### config.mk
export PLATFORM = sky130hd
export DESIGN_NAME = pett_ctrl
export DESIGN_NICKNAME = d
export VERILOG_FILES = /design/src/hdl/pett_pkg.sv /design/src/hdl/pett_ctrl.sv
export SDC_FILE = /design/constraint.sdc
export NUM_CORES = 1
export LEC_CHECK = 0
export ABC_AREA = 1
export ABC_CLOCK_PERIOD_IN_PS = 1100
export BUFFER_PORTS_ARGS = -buffer_cell sky130_fd_sc_hd__buf_2
export CAP_MARGIN = 0
export CORE_AREA = 4 4 41 43
export CTS_CLUSTER_DIAMETER = 60
export DETAILED_ROUTE_END_ITERATION = 10
export DIE_AREA = 0 0 45 47
export GPL_TIMING_DRIVEN = 0
export PLACE_DENSITY = 0.46
export SETUP_SLACK_MARGIN = 0.15
export SLEW_MARGIN = 25
export SYNTH_ARGS = -nofsm -noshare
export SYNTH_HDL_FRONTEND = slang
export SYNTH_SLANG_ARGS = --single-unit
### constraint.sdc
create_clock -name clk -period 1.1 [get_ports clk]
set_input_delay 0.055 -clock clk [delete_from_list [all_inputs] [get_ports clk]]
set_output_delay 0.055 -clock clk [all_outputs]
set_load 0.05 [all_outputs]
### src/hdl/pett_pkg.sv
package pett_pkg;

    localparam int PID_W = 23;
    localparam int CODE_W = 16;
    localparam int STAMP_W = 64;
    localparam int CNT_W = 64;

    typedef enum logic [2:0] {
        OP_FORK    = 3'd0,
        OP_EXEC    = 3'd1,
        OP_EXIT    = 3'd2,
        OP_PTRACE  = 3'd3,
        OP_OTHER   = 3'd4,
        OP_UNKNOWN = 3'd5
    } op_t;

    typedef enum logic [1:0] {
        VERB_START = 2'd0,
        VERB_STOP  = 2'd1,
        VERB_RAW   = 2'd2
    } verb_t;

    localparam logic REG_MONITOR_PID = 1'b0;
    localparam logic REG_REPORT_MONITOR = 1'b1;

    typedef enum logic [2:0] {
        ST_CLEAR,
        ST_IDLE,
        ST_MOD,
        ST_PRD,
        ST_PEV,
        ST_COMMIT
    } state_t;

    typedef struct packed {
        logic [PID_W-1:0]   pid;
        logic [PID_W-1:0]   parent;
        logic [STAMP_W-1:0] stamp;
        logic               running;
    } entry_t;

    typedef struct packed {
        logic start;
        logic mod_step;
        logic probe_issue;
        logic probe_eval;
        logic commit;
        logic clear_wr;
    } cmd_t;

    typedef struct packed {
        logic ign;
        logic skip_scan;
        logic mod_last;
        logic probe_last;
        logic clear_last;
        logic result_due;
        logic out_free;
    } status_t;

endpackage

### src/hdl/pett_ctrl.sv
module pett_ctrl
(
    input  logic               clk,
    input  logic               rst_n,
    input  logic               in_valid,
    output logic               in_stall,
    input  pett_pkg::status_t  st,
    output pett_pkg::cmd_t     cmd
);

    pett_pkg::state_t state_reg;
    pett_pkg::state_t state_next;

    always_ff @(posedge clk or negedge rst_n)
    begin
        if (!rst_n)
        begin
            state_reg <= pett_pkg::ST_CLEAR;
        end
        else
        begin
            state_reg <= state_next;
        end
    end

    always_comb
    begin
        state_next = state_reg;
        cmd = '0;
        in_stall = 1'b1;
        case (state_reg)
            pett_pkg::ST_CLEAR:
            begin
                cmd.clear_wr = 1'b1;
                if (st.clear_last)
                begin
                    state_next = pett_pkg::ST_IDLE;
                end
            end
            pett_pkg::ST_IDLE:
            begin
                in_stall = 1'b0;
                if (in_valid)
                begin
                    cmd.start = 1'b1;
                    state_next = pett_pkg::ST_MOD;
                end
            end
            pett_pkg::ST_MOD:
            begin
                if (st.ign)
                begin
                    state_next = pett_pkg::ST_IDLE;
                end
                else if (st.skip_scan)
                begin
                    state_next = pett_pkg::ST_COMMIT;
                end
                else
                begin
                    cmd.mod_step = 1'b1;
                    if (st.mod_last)
                    begin
                        state_next = pett_pkg::ST_PRD;
                    end
                end
            end
            pett_pkg::ST_PRD:
            begin
                cmd.probe_issue = 1'b1;
                state_next = pett_pkg::ST_PEV;
            end
            pett_pkg::ST_PEV:
            begin
                cmd.probe_eval = 1'b1;
                state_next = st.probe_last ? pett_pkg::ST_COMMIT : pett_pkg::ST_PRD;
            end
            pett_pkg::ST_COMMIT:
            begin
                // hold until the output register can take the item
                if (!st.result_due || st.out_free)
                begin
                    cmd.commit = 1'b1;
                    state_next = pett_pkg::ST_IDLE;
                end
            end
            default:
            begin
                state_next = pett_pkg::ST_IDLE;
            end
        endcase
    end

endmodule

Yosys cells after proc, flatten, opt, wreduce, memory -nomap -nowiden
Cells that the tools add are included.

storage, ports and cells
  output and inout port bits = 7
  word-level logic and storage cells = 33
  register bits = 3
  input port bits = 10

operators by class
  reductions and logical operators = 4
  eq/ne operators = 9
  mux-type cells = 19

operators by type and width
  operator                                             number
  2-to-1 mux 3 bit                                     7
  one-hot mux 3 bit (6 select lines)                   1
  2-to-1 mux 1 bit                                     11
  equality test 3 x 2 -> 1 bit, second input constant  2
  equality test 3 bit, second input constant           2
  inequality test 2 bit, second input constant         3
  inequality test 4 bit, second input constant         1
  AND reduction 4 bit                                  1
  equality test 3 x 1 -> 1 bit, second input constant  1
  logical NOT 3 bit                                    1
  logical NOT 1 bit                                    1
  logical OR 1 bit                                     1

Logic depth before layout (Yosys ltp)
Gate-level depths: netlist of the first run.

  depth in word-level cells = 4
  gate-level depth with buffers = 8
  mapped depth without buffers = 7

Least setup slack after synthesis of the first run
Ideal clock, no wire load.

  path kind = register to output
  start = reg state_reg[1]
  end = out cmd[5] (netlist name)
  cell stages (with the launch flop) = 4
  path buffers = 0
  slack = -0.733 ns
  arrival = 1.778 ns
  cell sequence = dfrtp_1 -> inv_2 -> nand3_1 -> nor2_1

RTL lines
  what                    RTL line         source
  start, declared         pett_ctrl.sv:11  pett_pkg::state_t state_reg;
  start signal, assigned  pett_ctrl.sv:18  state_reg <= pett_pkg::ST_CLEAR;
  start signal, assigned  pett_ctrl.sv:22  state_reg <= state_next;
  end, declared           pett_ctrl.sv:8   output pett_pkg::cmd_t cmd

==> results.py, run 1 <==
metrics = {
    "worst_setup_path": {
        "crit_path_max_fanout": 6,
        "path_cells": "buf_6, nor2_4, nand4_1, inv_4, buf_8",
        "required_ps": 1040,
        "worst_path_largest_cell_delay_ps": 360,
        "path_buf_inv": 3,
        "crit_slowest_cell": "dfrtp_1",
        "path_delay_family": "buffers and inverters",
        "crit_type": "reg2out",
        "worstSetupEndpointType": "output pin",
        "arrival_ps": 1210,
        "startpoint_type": "register",
    },
    "timing": {
        "drv_slew": 0,
        "layout_setup_ws_ps": -162,
        "skew_ps": 0.0809,
        "max-slew-margin-rel_pct": 88.7,
        "post-route-min-period_ps": 1260,
        "rsz0062_at_grt": "yes",
        "max_freq_mhz": 792,
        "setup_tns_ps": -1140,
        "final-hold-violation-count": 0,
        "post-route-period-util_pct": 115,
        "worst_slew_pin_slew_ps": 168,
        "setup_violations": 9,
    },
    "drt": {
        "first_iter_violations": 3,
        "drc": 0,
        "wire_per_inst_um": 10.7,
        "drt_first_pass_iters": 3,
        "wl_um": 1050,
        "avgViaCountPerCell": 4.36,
        "vias": 427,
        "drtAntennaViolNets": 0,
    },
    "global_routing": {
        "grt_pass1_wl_um": 1560,
        "grt_max_degree": 9,
        "grt_usage_pct": 10.1,
        "grt_overflow": 0,
        "antenna_found_initial": 0,
        "grt_pass1_vias": 394,
    },
    "finish": {
        "fin_area_um2": 754,
        "largest_reg_flops": 3,
        "drive_gt1_share_pct": 72.3,
        "num_antenna_cells": 0,
        "final_cells": 98,
        "nets": 94,
        "area_delta_synth_final_pct": 148,
    },
    "clock_tree": {
        "cts_made_buffers": 3,
        "tritoncts": "yes",
        "insertion_delay_ps": 230,
        "h-tree-depth": 1,
        "path_clk_slew_ps": 30,
        "cts.sinks": 3,
        "clockBufferDepth": 2,
        "cts_root_buf": "clkbuf_4",
    },
    "yosys": {
        "synth_seq_area_share_pct": 24.7,
        "syn_avg_cell_area_um2": 6.33,
        "synth_seq_cells": 3,
        "syn_area_um2": 304,
        "synth.distinct_cells": 16,
        "syn-num-nets": 58,
        "yosysWarnings": 0,
        "syn_inst": 48,
    },
    "power_and_ir_drop": {
        "power_leakage_nw": 0.369,
        "powerDensity_nw_per_um2": 2810,
        "ir_worst_vdd_uv": 1160,
    },
    "hold_path": {
        "hold_path_class": "in2async",
    },
    "place": {
        "dpl-instance-area_um2": 467,
        "place_hpwl_um": 651,
        "gp_congestion": 0.660,
        "port_buffers": 16,
        "placed_cells": 79,
    },
    "run": {
        "cap_viol_max_count": 0,
    },
    "die": {
        "die_w_um": 45,
        "ios": 17,
        "die_height_um": 47,
        "start_util_pct": 23.4,
        "num_rows": 13,
        "design.die.area_um2": 2120,
        "fp.coreArea_um2": 1300,
    },
    "outcome": {
        "violations": "setup timing",
        "status": "finished, violations left",
    },
}
[layer usage]
metal | share of wire, % | track usage, % | wire, um | up-vias
met2 | 56 | 19.8 | 590 | 11
met3 | 5.5 | 3.45 | 57 | 0
met5 | 0 | 0 | 0 | -
met1 | 38 | 10.5 | 397 | 197
li1 | - | - | - | 219
met4 | 0 | 1.75 | 0 | 0
[path summary, 6_finish.rpt]
kind,depth (start not counted),slack [ps],endpoint,startpoint
max,5,-160,cmd[4],state_reg[0]
min,2,160,state_reg[1],rst_n
min in group clk,3,180,state_reg[2],st[1]
max in group asynchronous,2,820,state_reg[2],rst_n
max reg2reg,9,-150,state_reg[0],state_reg[0]
min reg2reg,4,740,state_reg[0],state_reg[0]
[report_power, final]
| part | internal (mW) | total [mW] | switching, mW |
|---|---|---|---|
| combinational | 0.784 | 1.70 | 0.912 |
| sequential | 0.163 | 0.233 | 0.0700 |
| clock | 0.136 | 0.190 | 0.0539 |
[cell usage after synthesis]
cell,number,area share (%)
nand2_1,8,9.9
o21ai_1,1,1.6
inv_2,3,3.7
nand3_2,2,6.6
nand2_2,1,2.1
inv_1,9,11
nor2_1,4,4.9
nor2_2,4,8.2
nor2_4,1,3.7
nor3_1,2,3.3
buf_6,1,3.7
a21oi_1,1,1.6
nand3_1,5,8.2
nand3b_1,1,2.5
dfrtp_1,3,25
nand4_1,2,4.1
[final cells by class]
type	instances	area (um2)
timing repair buffer	31	274
sequential	3	77.6
fill	134	547
inverter	12	56.3
buffer	1	11.3
clock buffer	4	26.3
multi-input combinational	32	290
tap	15	18.8
[timing repair]
action                                  CTS  global route
setup buffers                             7             7
hold endpoints to repair                  3             0
endpoints found under the setup margin   10            10
hold buffers                              1             0
resized for setup                        24            10
pin swaps                                 4             5
[cell usage in the layout, fill, tap and decap left out]
cell / n
a21oi_4: 1
buf_12: 1
buf_2: 9
buf_4: 11
buf_6: 6
buf_8: 4
clkbuf_1: 1
clkbuf_4: 3
clkinvlp_4: 1
dfrtp_1: 1
dfrtp_2: 2
dlygate4sd3_1: 1
inv_1: 7
inv_2: 1
inv_4: 3
nand2_1: 6
nand2_2: 1
nand2_4: 2
nand3_1: 2
nand3_2: 2
nand3_4: 3
nand3b_1: 1
nand4_1: 2
nor2_1: 1
nor2_2: 1
nor2_4: 7
nor3_2: 1
nor3_4: 1
o21ai_1: 1
[stage by stage]
stage / worst slack [ps] / utilization, % / hold WS, ps / power [mW]
3_3_place_gp: -68.3 / 35.9 / -148 / 1.23
3_5_place_dp: -63.2 / 35.9 / -147 / 1.23
4_1_cts: -180 / 49.8 / 146 / 1.77
6_report: -162 / 58.0 / 164 / 2.12
2_1_floorplan: -44.4 / - / -241 / 1.06
5_1_grt: -218 / 58.0 / 158 / 2.25
[cells by family after synthesis]
logic type      Yosys count  share of synthesized area (%)
compound gates            2                           3.29
simple gates             30                           53.5
flops                     3                           24.7
buf+inv                  13                           18.5
(Power assumes the default switching activity.)
==> run 2, diff against run 1 <==
REMOVE_ABC_BUFFERS = 1   (was unset)
==> run 2 against run 1 <==
Against the previous run: the flow still finishes with violations (setup timing); highest routed layer is now met4; clock power grew 6%; final cell count shrank 5.1%; largest power group unchanged; wire length down 15%.
==> results.py, run 2 (synthesized netlist as in run 1, its figures left out) <==
metrics = {
    "outcome": {
        "violations": "setup timing",
        "status": "finished, violations left",
    },
    "clock_tree": {
        "path_clk_slew_ps": 40,
        "h-tree-depth": 1,
        "clockBufferDepth": 2,
        "cts_made_buffers": 3,
        "cts.sinks": 3,
        "insertion_delay_ps": 240,
        "tritoncts": "yes",
        "cts_root_buf": "clkbuf_4",
    },
    "timing": {
        "post-route-min-period_ps": 1260,
        "drv_slew": 0,
        "post-route-period-util_pct": 115,
        "layout_setup_ws_ps": -160,
        "max_freq_mhz": 794,
        "setup_violations": 9,
        "whs_ps": 123,
        "max-slew-margin-rel_pct": 84.2,
        "skew_ps": 2.52,
        "rsz0062_at_grt": "yes",
        "worst_slew_pin_slew_ps": 237,
        "final-hold-violation-count": 0,
    },
    "global_routing": {
        "grt_pass1_wl_um": 1470,
        "grt_overflow": 0,
        "grt_usage_pct": 10.0,
        "grt_max_degree": 9,
        "antenna_found_initial": 0,
        "grt_pass1_vias": 383,
    },
    "worst_setup_path": {
        "regToRegSetupSlack_ps": -100,
        "startpoint_type": "register",
        "crit_path_max_fanout": 5,
        "crit_type": "reg2out",
        "arrival_ps": 1200,
        "worstSetupEndpointType": "output pin",
        "required_ps": 1040,
    },
    "power_and_ir_drop": {
        "ir_worst_vdd_uv": 984,
        "power_leakage_nw": 0.324,
        "powerDensity_nw_per_um2": 2800,
    },
    "drt": {
        "drtAntennaViolNets": 0,
        "avgViaCountPerCell": 4.38,
        "wl_um": 885,
        "first_iter_violations": 5,
        "drc": 0,
        "drt_first_pass_iters": 3,
        "wire_per_inst_um": 9.52,
        "vias": 407,
    },
    "die": {
        "start_util_pct": 23.4,
        "design.die.area_um2": 2120,
        "die_height_um": 47,
        "fp.coreArea_um2": 1300,
        "die_w_um": 45,
        "num_rows": 13,
        "ios": 17,
    },
    "hold_path": {
        "hold_path_class": "in2reg",
    },
    "finish": {
        "final_cell_mix": "buf_2, inv_1, buf_4",
        "num_antenna_cells": 0,
        "nets": 89,
        "fin_area_um2": 623,
        "drive_gt1_share_pct": 64.1,
        "area_delta_synth_final_pct": 105,
        "multi_input_area_um2": 221,
        "largest_reg_flops": 3,
        "layout_commonest_cell": "buf_2",
        "nFillCells": 142,
        "regArea_um2": 78.8,
    },
    "place": {
        "gp_congestion": 0.684,
        "dpl-instance-area_um2": 392,
        "port_buffers": 16,
        "place_hpwl_um": 593,
    },
    "run": {
        "cap_viol_max_count": 0,
    },
}
-- run 2: repair_timing --
action | CTS | global route
hold buffers | 1 | 0
endpoints found under the hold margin | 3 | 0
setup endpoints to repair | 10 | 10
resized for setup | 28 | 8
setup buffers | 8 | 2
pin swaps | 4 | 1
-- run 2: worst paths after layout --
path / start / end / depth (start not counted)
setup / recovery: state_reg[2] / cmd[3] / 4
hold / removal: st[1] / state_reg[2] / 3
setup reg to reg: state_reg[0] / state_reg[0] / 7
hold reg to reg: state_reg[0] / state_reg[0] / 2
max in group asynchronous: rst_n / state_reg[1] / 2
min in group asynchronous: rst_n / state_reg[0] / 2
-- run 2: routing by layer --
metal | track usage [%] | vias to the layer above | wire [um]
met4 | 7.02 | 0 | 14
li1 | - | 208 | -
met1 | 8.88 | 182 | 326
met2 | 18.1 | 15 | 446
met5 | 0 | - | 0
met3 | 4.60 | 2 | 97
-- run 2: area by class of cell --
| class | instances | share of cell area (%) |
|---|---|---|
| Clock buffer | 4 | 4.22 |
| Sequential cell | 3 | 12.7 |
| Multi-Input combinational cell | 32 | 35.5 |
| Inverter | 12 | 8.03 |
| Tap cell | 15 | 3.01 |
| Timing Repair Buffer | 27 | 36.5 |
-- run 2: power by group --
group	internal (mW)	total (mW)	switching (mW)
Clock	0.136	0.201	0.0647
Sequential	0.167	0.300	0.133
Combinational	0.562	1.25	0.684
-- run 2: metrics by stage --
| step | TNS, ps | power (mW) | std cells | util [%] | setup slack [ps] |
|---|---|---|---|---|---|
| after detailed placement | -30.2 | 1.01 | 78 | 30.1 | -19.8 |
| final | -1030 | 1.75 | 93 | 47.9 | -160 |
| after CTS | -918 | 1.60 | 91 | 44.6 | -140 |
| after global placement | -117 | 1.02 | 78 | 30.1 | -33.1 |
| after global routing | -1730 | 1.87 | 93 | 47.9 | -221 |
| after floorplan | -2520 | 0.846 | 47 | - | -733 |
-- run 2: critical path, stage by stage (launching register included) --
cell	delay (ps)
dfrtp_2	460
inv_4	100
nand2_1	110
nor2_4	140
buf_8	160
==> run 3, diff against run 2 <==
ABC_CLOCK_PERIOD_IN_PS = 1200   (was 1100)
PLACE_DENSITY = 0.44   (was 0.46)
clock period = 1.2 ns   (was 1.1 ns; I/O delays follow)
==> run 3 against run 2 <==
Against the previous run: the flow still finishes with violations (setup timing); utilization shrank 1.2 points; flip-flop and latch count is the same; sequential share of layout area grew 0.31 points; non-clock buffer count shrank 1; first-iteration DRC count shrank 60%; clock skew shrank 0.99 ps; final cell count shrank 1.1%; critical endpoint is now cmd[4]; largest cell class is now multi-input combinational cells.
==> results.py, run 3 (synthesized netlist as in run 1, its figures left out) <==
metrics = {
    "outcome": {
        "status": "finished, violations left",
        "violations": "setup timing",
    },
    "worst_setup_path": {
        "path_depth": 4,
        "required_ps": 1140,
        "crit_path_max_fanout": 8,
        "worstSetupEndpoint": "cmd[4]",
        "worstSetupEndpointType": "output pin",
        "worst_path_largest_cell_delay_ps": 480,
        "worst_r2r_endpoint": "state_reg[0]",
        "regToRegSetupSlack_ps": -20,
        "reg2reg_depth": 7,
        "path_buf_inv": 2,
        "crit_slowest_cell": "dfrtp_2",
        "path_cells": "nor2_4, nand4_1, inv_1, buf_6",
        "startpoint_type": "register",
        "reg2reg_from": "state_reg[0]",
        "path_delay_family": "flip-flops",
        "worstSetupStartpoint": "state_reg[0]",
        "crit_type": "reg2out",
        "arrival_ps": 1190,
    },
    "drt": {
        "first_iter_violations": 2,
        "drt_first_pass_iters": 2,
        "drtAntennaViolNets": 0,
        "wire_per_inst_um": 10.3,
        "wl_um": 947,
        "avgViaCountPerCell": 4.29,
        "vias": 395,
        "drc": 0,
    },
    "global_routing": {
        "antenna_found_initial": 0,
        "grt_usage_pct": 9.89,
        "grt_overflow": 0,
        "grt_max_degree": 9,
        "grt_pass1_vias": 379,
        "grt_pass1_wl_um": 1450,
    },
    "place": {
        "gp_congestion": 0.661,
        "pre_cts_ws_ps": 76.3,
        "port_buffers": 16,
        "place_hpwl_um": 574,
        "placed_cells": 78,
    },
    "finish": {
        "nFillCells": 143,
        "regArea_um2": 78.8,
        "drive_gt1_share_pct": 66.2,
        "multi_input_area_um2": 224,
        "nets": 88,
        "num_antenna_cells": 0,
        "largest_reg_flops": 3,
        "area_delta_synth_final_pct": 100,
        "final_cell_mix": "buf_2, inv_1, buf_4",
        "final_cells": 92,
        "layout_commonest_cell": "buf_2",
    },
    "clock_tree": {
        "h-tree-depth": 1,
        "insertion_delay_ps": 230,
        "path_clk_slew_ps": 40,
        "clockBufferDepth": 2,
        "cts.sinks": 3,
        "tritoncts": "yes",
        "cts_root_buf": "clkbuf_4",
        "cts_made_buffers": 3,
    },
    "timing": {
        "setup_violations": 7,
        "post-route-min-period_ps": 1250,
        "max-slew-margin-rel_pct": 84.8,
        "worst_slew_pin_slew_ps": 228,
        "final-hold-violation-count": 0,
        "post-route-period-util_pct": 104,
        "whs_ps": 135,
        "skew_ps": 1.53,
        "drv_slew": 0,
        "rsz0062_at_grt": "yes",
        "max_freq_mhz": 799,
        "layout_setup_ws_ps": -51.7,
    },
    "power_and_ir_drop": {
        "powerDensity_nw_per_um2": 2500,
        "power_leakage_nw": 0.315,
        "ir_worst_vdd_uv": 1050,
    },
    "die": {
        "die_w_um": 45,
        "die_height_um": 47,
        "ios": 17,
        "design.die.area_um2": 2120,
        "num_rows": 13,
        "start_util_pct": 23.4,
        "fp.coreArea_um2": 1300,
    },
    "run": {
        "cap_viol_max_count": 0,
    },
    "hold_path": {
        "hold_path_class": "in2reg",
    },
}
run 3: how the worst min path moves through the flow:
| stage | start | slack [ps] | cells after the start | end |
|---|---|---|---|---|
| 2_1_floorplan | rst_n | -240 | 0 | state_reg[0] |
| 3_3_place_gp | rst_n | -140 | 1 | state_reg[0] |
| 3_5_place_dp | rst_n | -140 | 1 | state_reg[0] |
| 4_1_cts | st[1] | 130 | 3 | state_reg[2] |
| 5_1_grt | st[1] | 130 | 3 | state_reg[2] |
| 6_report | st[1] | 130 | 3 | state_reg[2] |
run 3: stage by stage:
| step | util, % | TNS [ps] | instance area (um2) | power, mW |
|---|---|---|---|---|
| floorplan | - | -1940 | 293 | 0.776 |
| global placement | 30.1 | 0 | 392 | 0.937 |
| detailed placement | 30.1 | 0 | 392 | 0.924 |
| CTS | 41.9 | -202 | 546 | 1.36 |
| global route | 46.7 | -740 | 608 | 1.64 |
| finish | 46.7 | -159 | 608 | 1.52 |
run 3: routing by layer:
metal,global-route usage (%),wire [um],vias to the layer above
li1,-,-,209
met5,0,0,-
met1,9.82,388,177
met3,2.30,44,0
met4,8.77,0,0
met2,17.2,513,9
run 3: power breakdown:
| part | internal [mW] | switching [mW] | total [mW] | leakage, nW |
|---|---|---|---|---|
| clock network | 0.125 | 0.0516 | 0.176 | 0.0150 |
| logic | 0.448 | 0.630 | 1.08 | 0.266 |
| registers | 0.153 | 0.116 | 0.269 | 0.0340 |
| total | 0.726 | 0.797 | 1.52 | 0.315 |
run 3: repair_timing:
action	CTS	global route
endpoints found under the hold margin	3	0
pin swaps	5	4
setup buffers	7	2
hold buffers	1	0
resized for setup	21	14
endpoints found under the setup margin	10	10
run 3: tightest hold or removal path, delay by kind of cell:
family | cells | cell delay [ps]
buf+inv | 1 | 110
compound gates | 1 | 70
simple gates | 1 | 90
run 3: cell type report:
| type | count | area share, % |
|---|---|---|
| multi-input cells | 32 | 36.8 |
| repair buffers | 26 | 35.0 |
| flip-flops and latches | 3 | 13.0 |
| inverters | 12 | 7.82 |
| clock buffers | 4 | 4.32 |
| well taps | 15 | 3.09 |
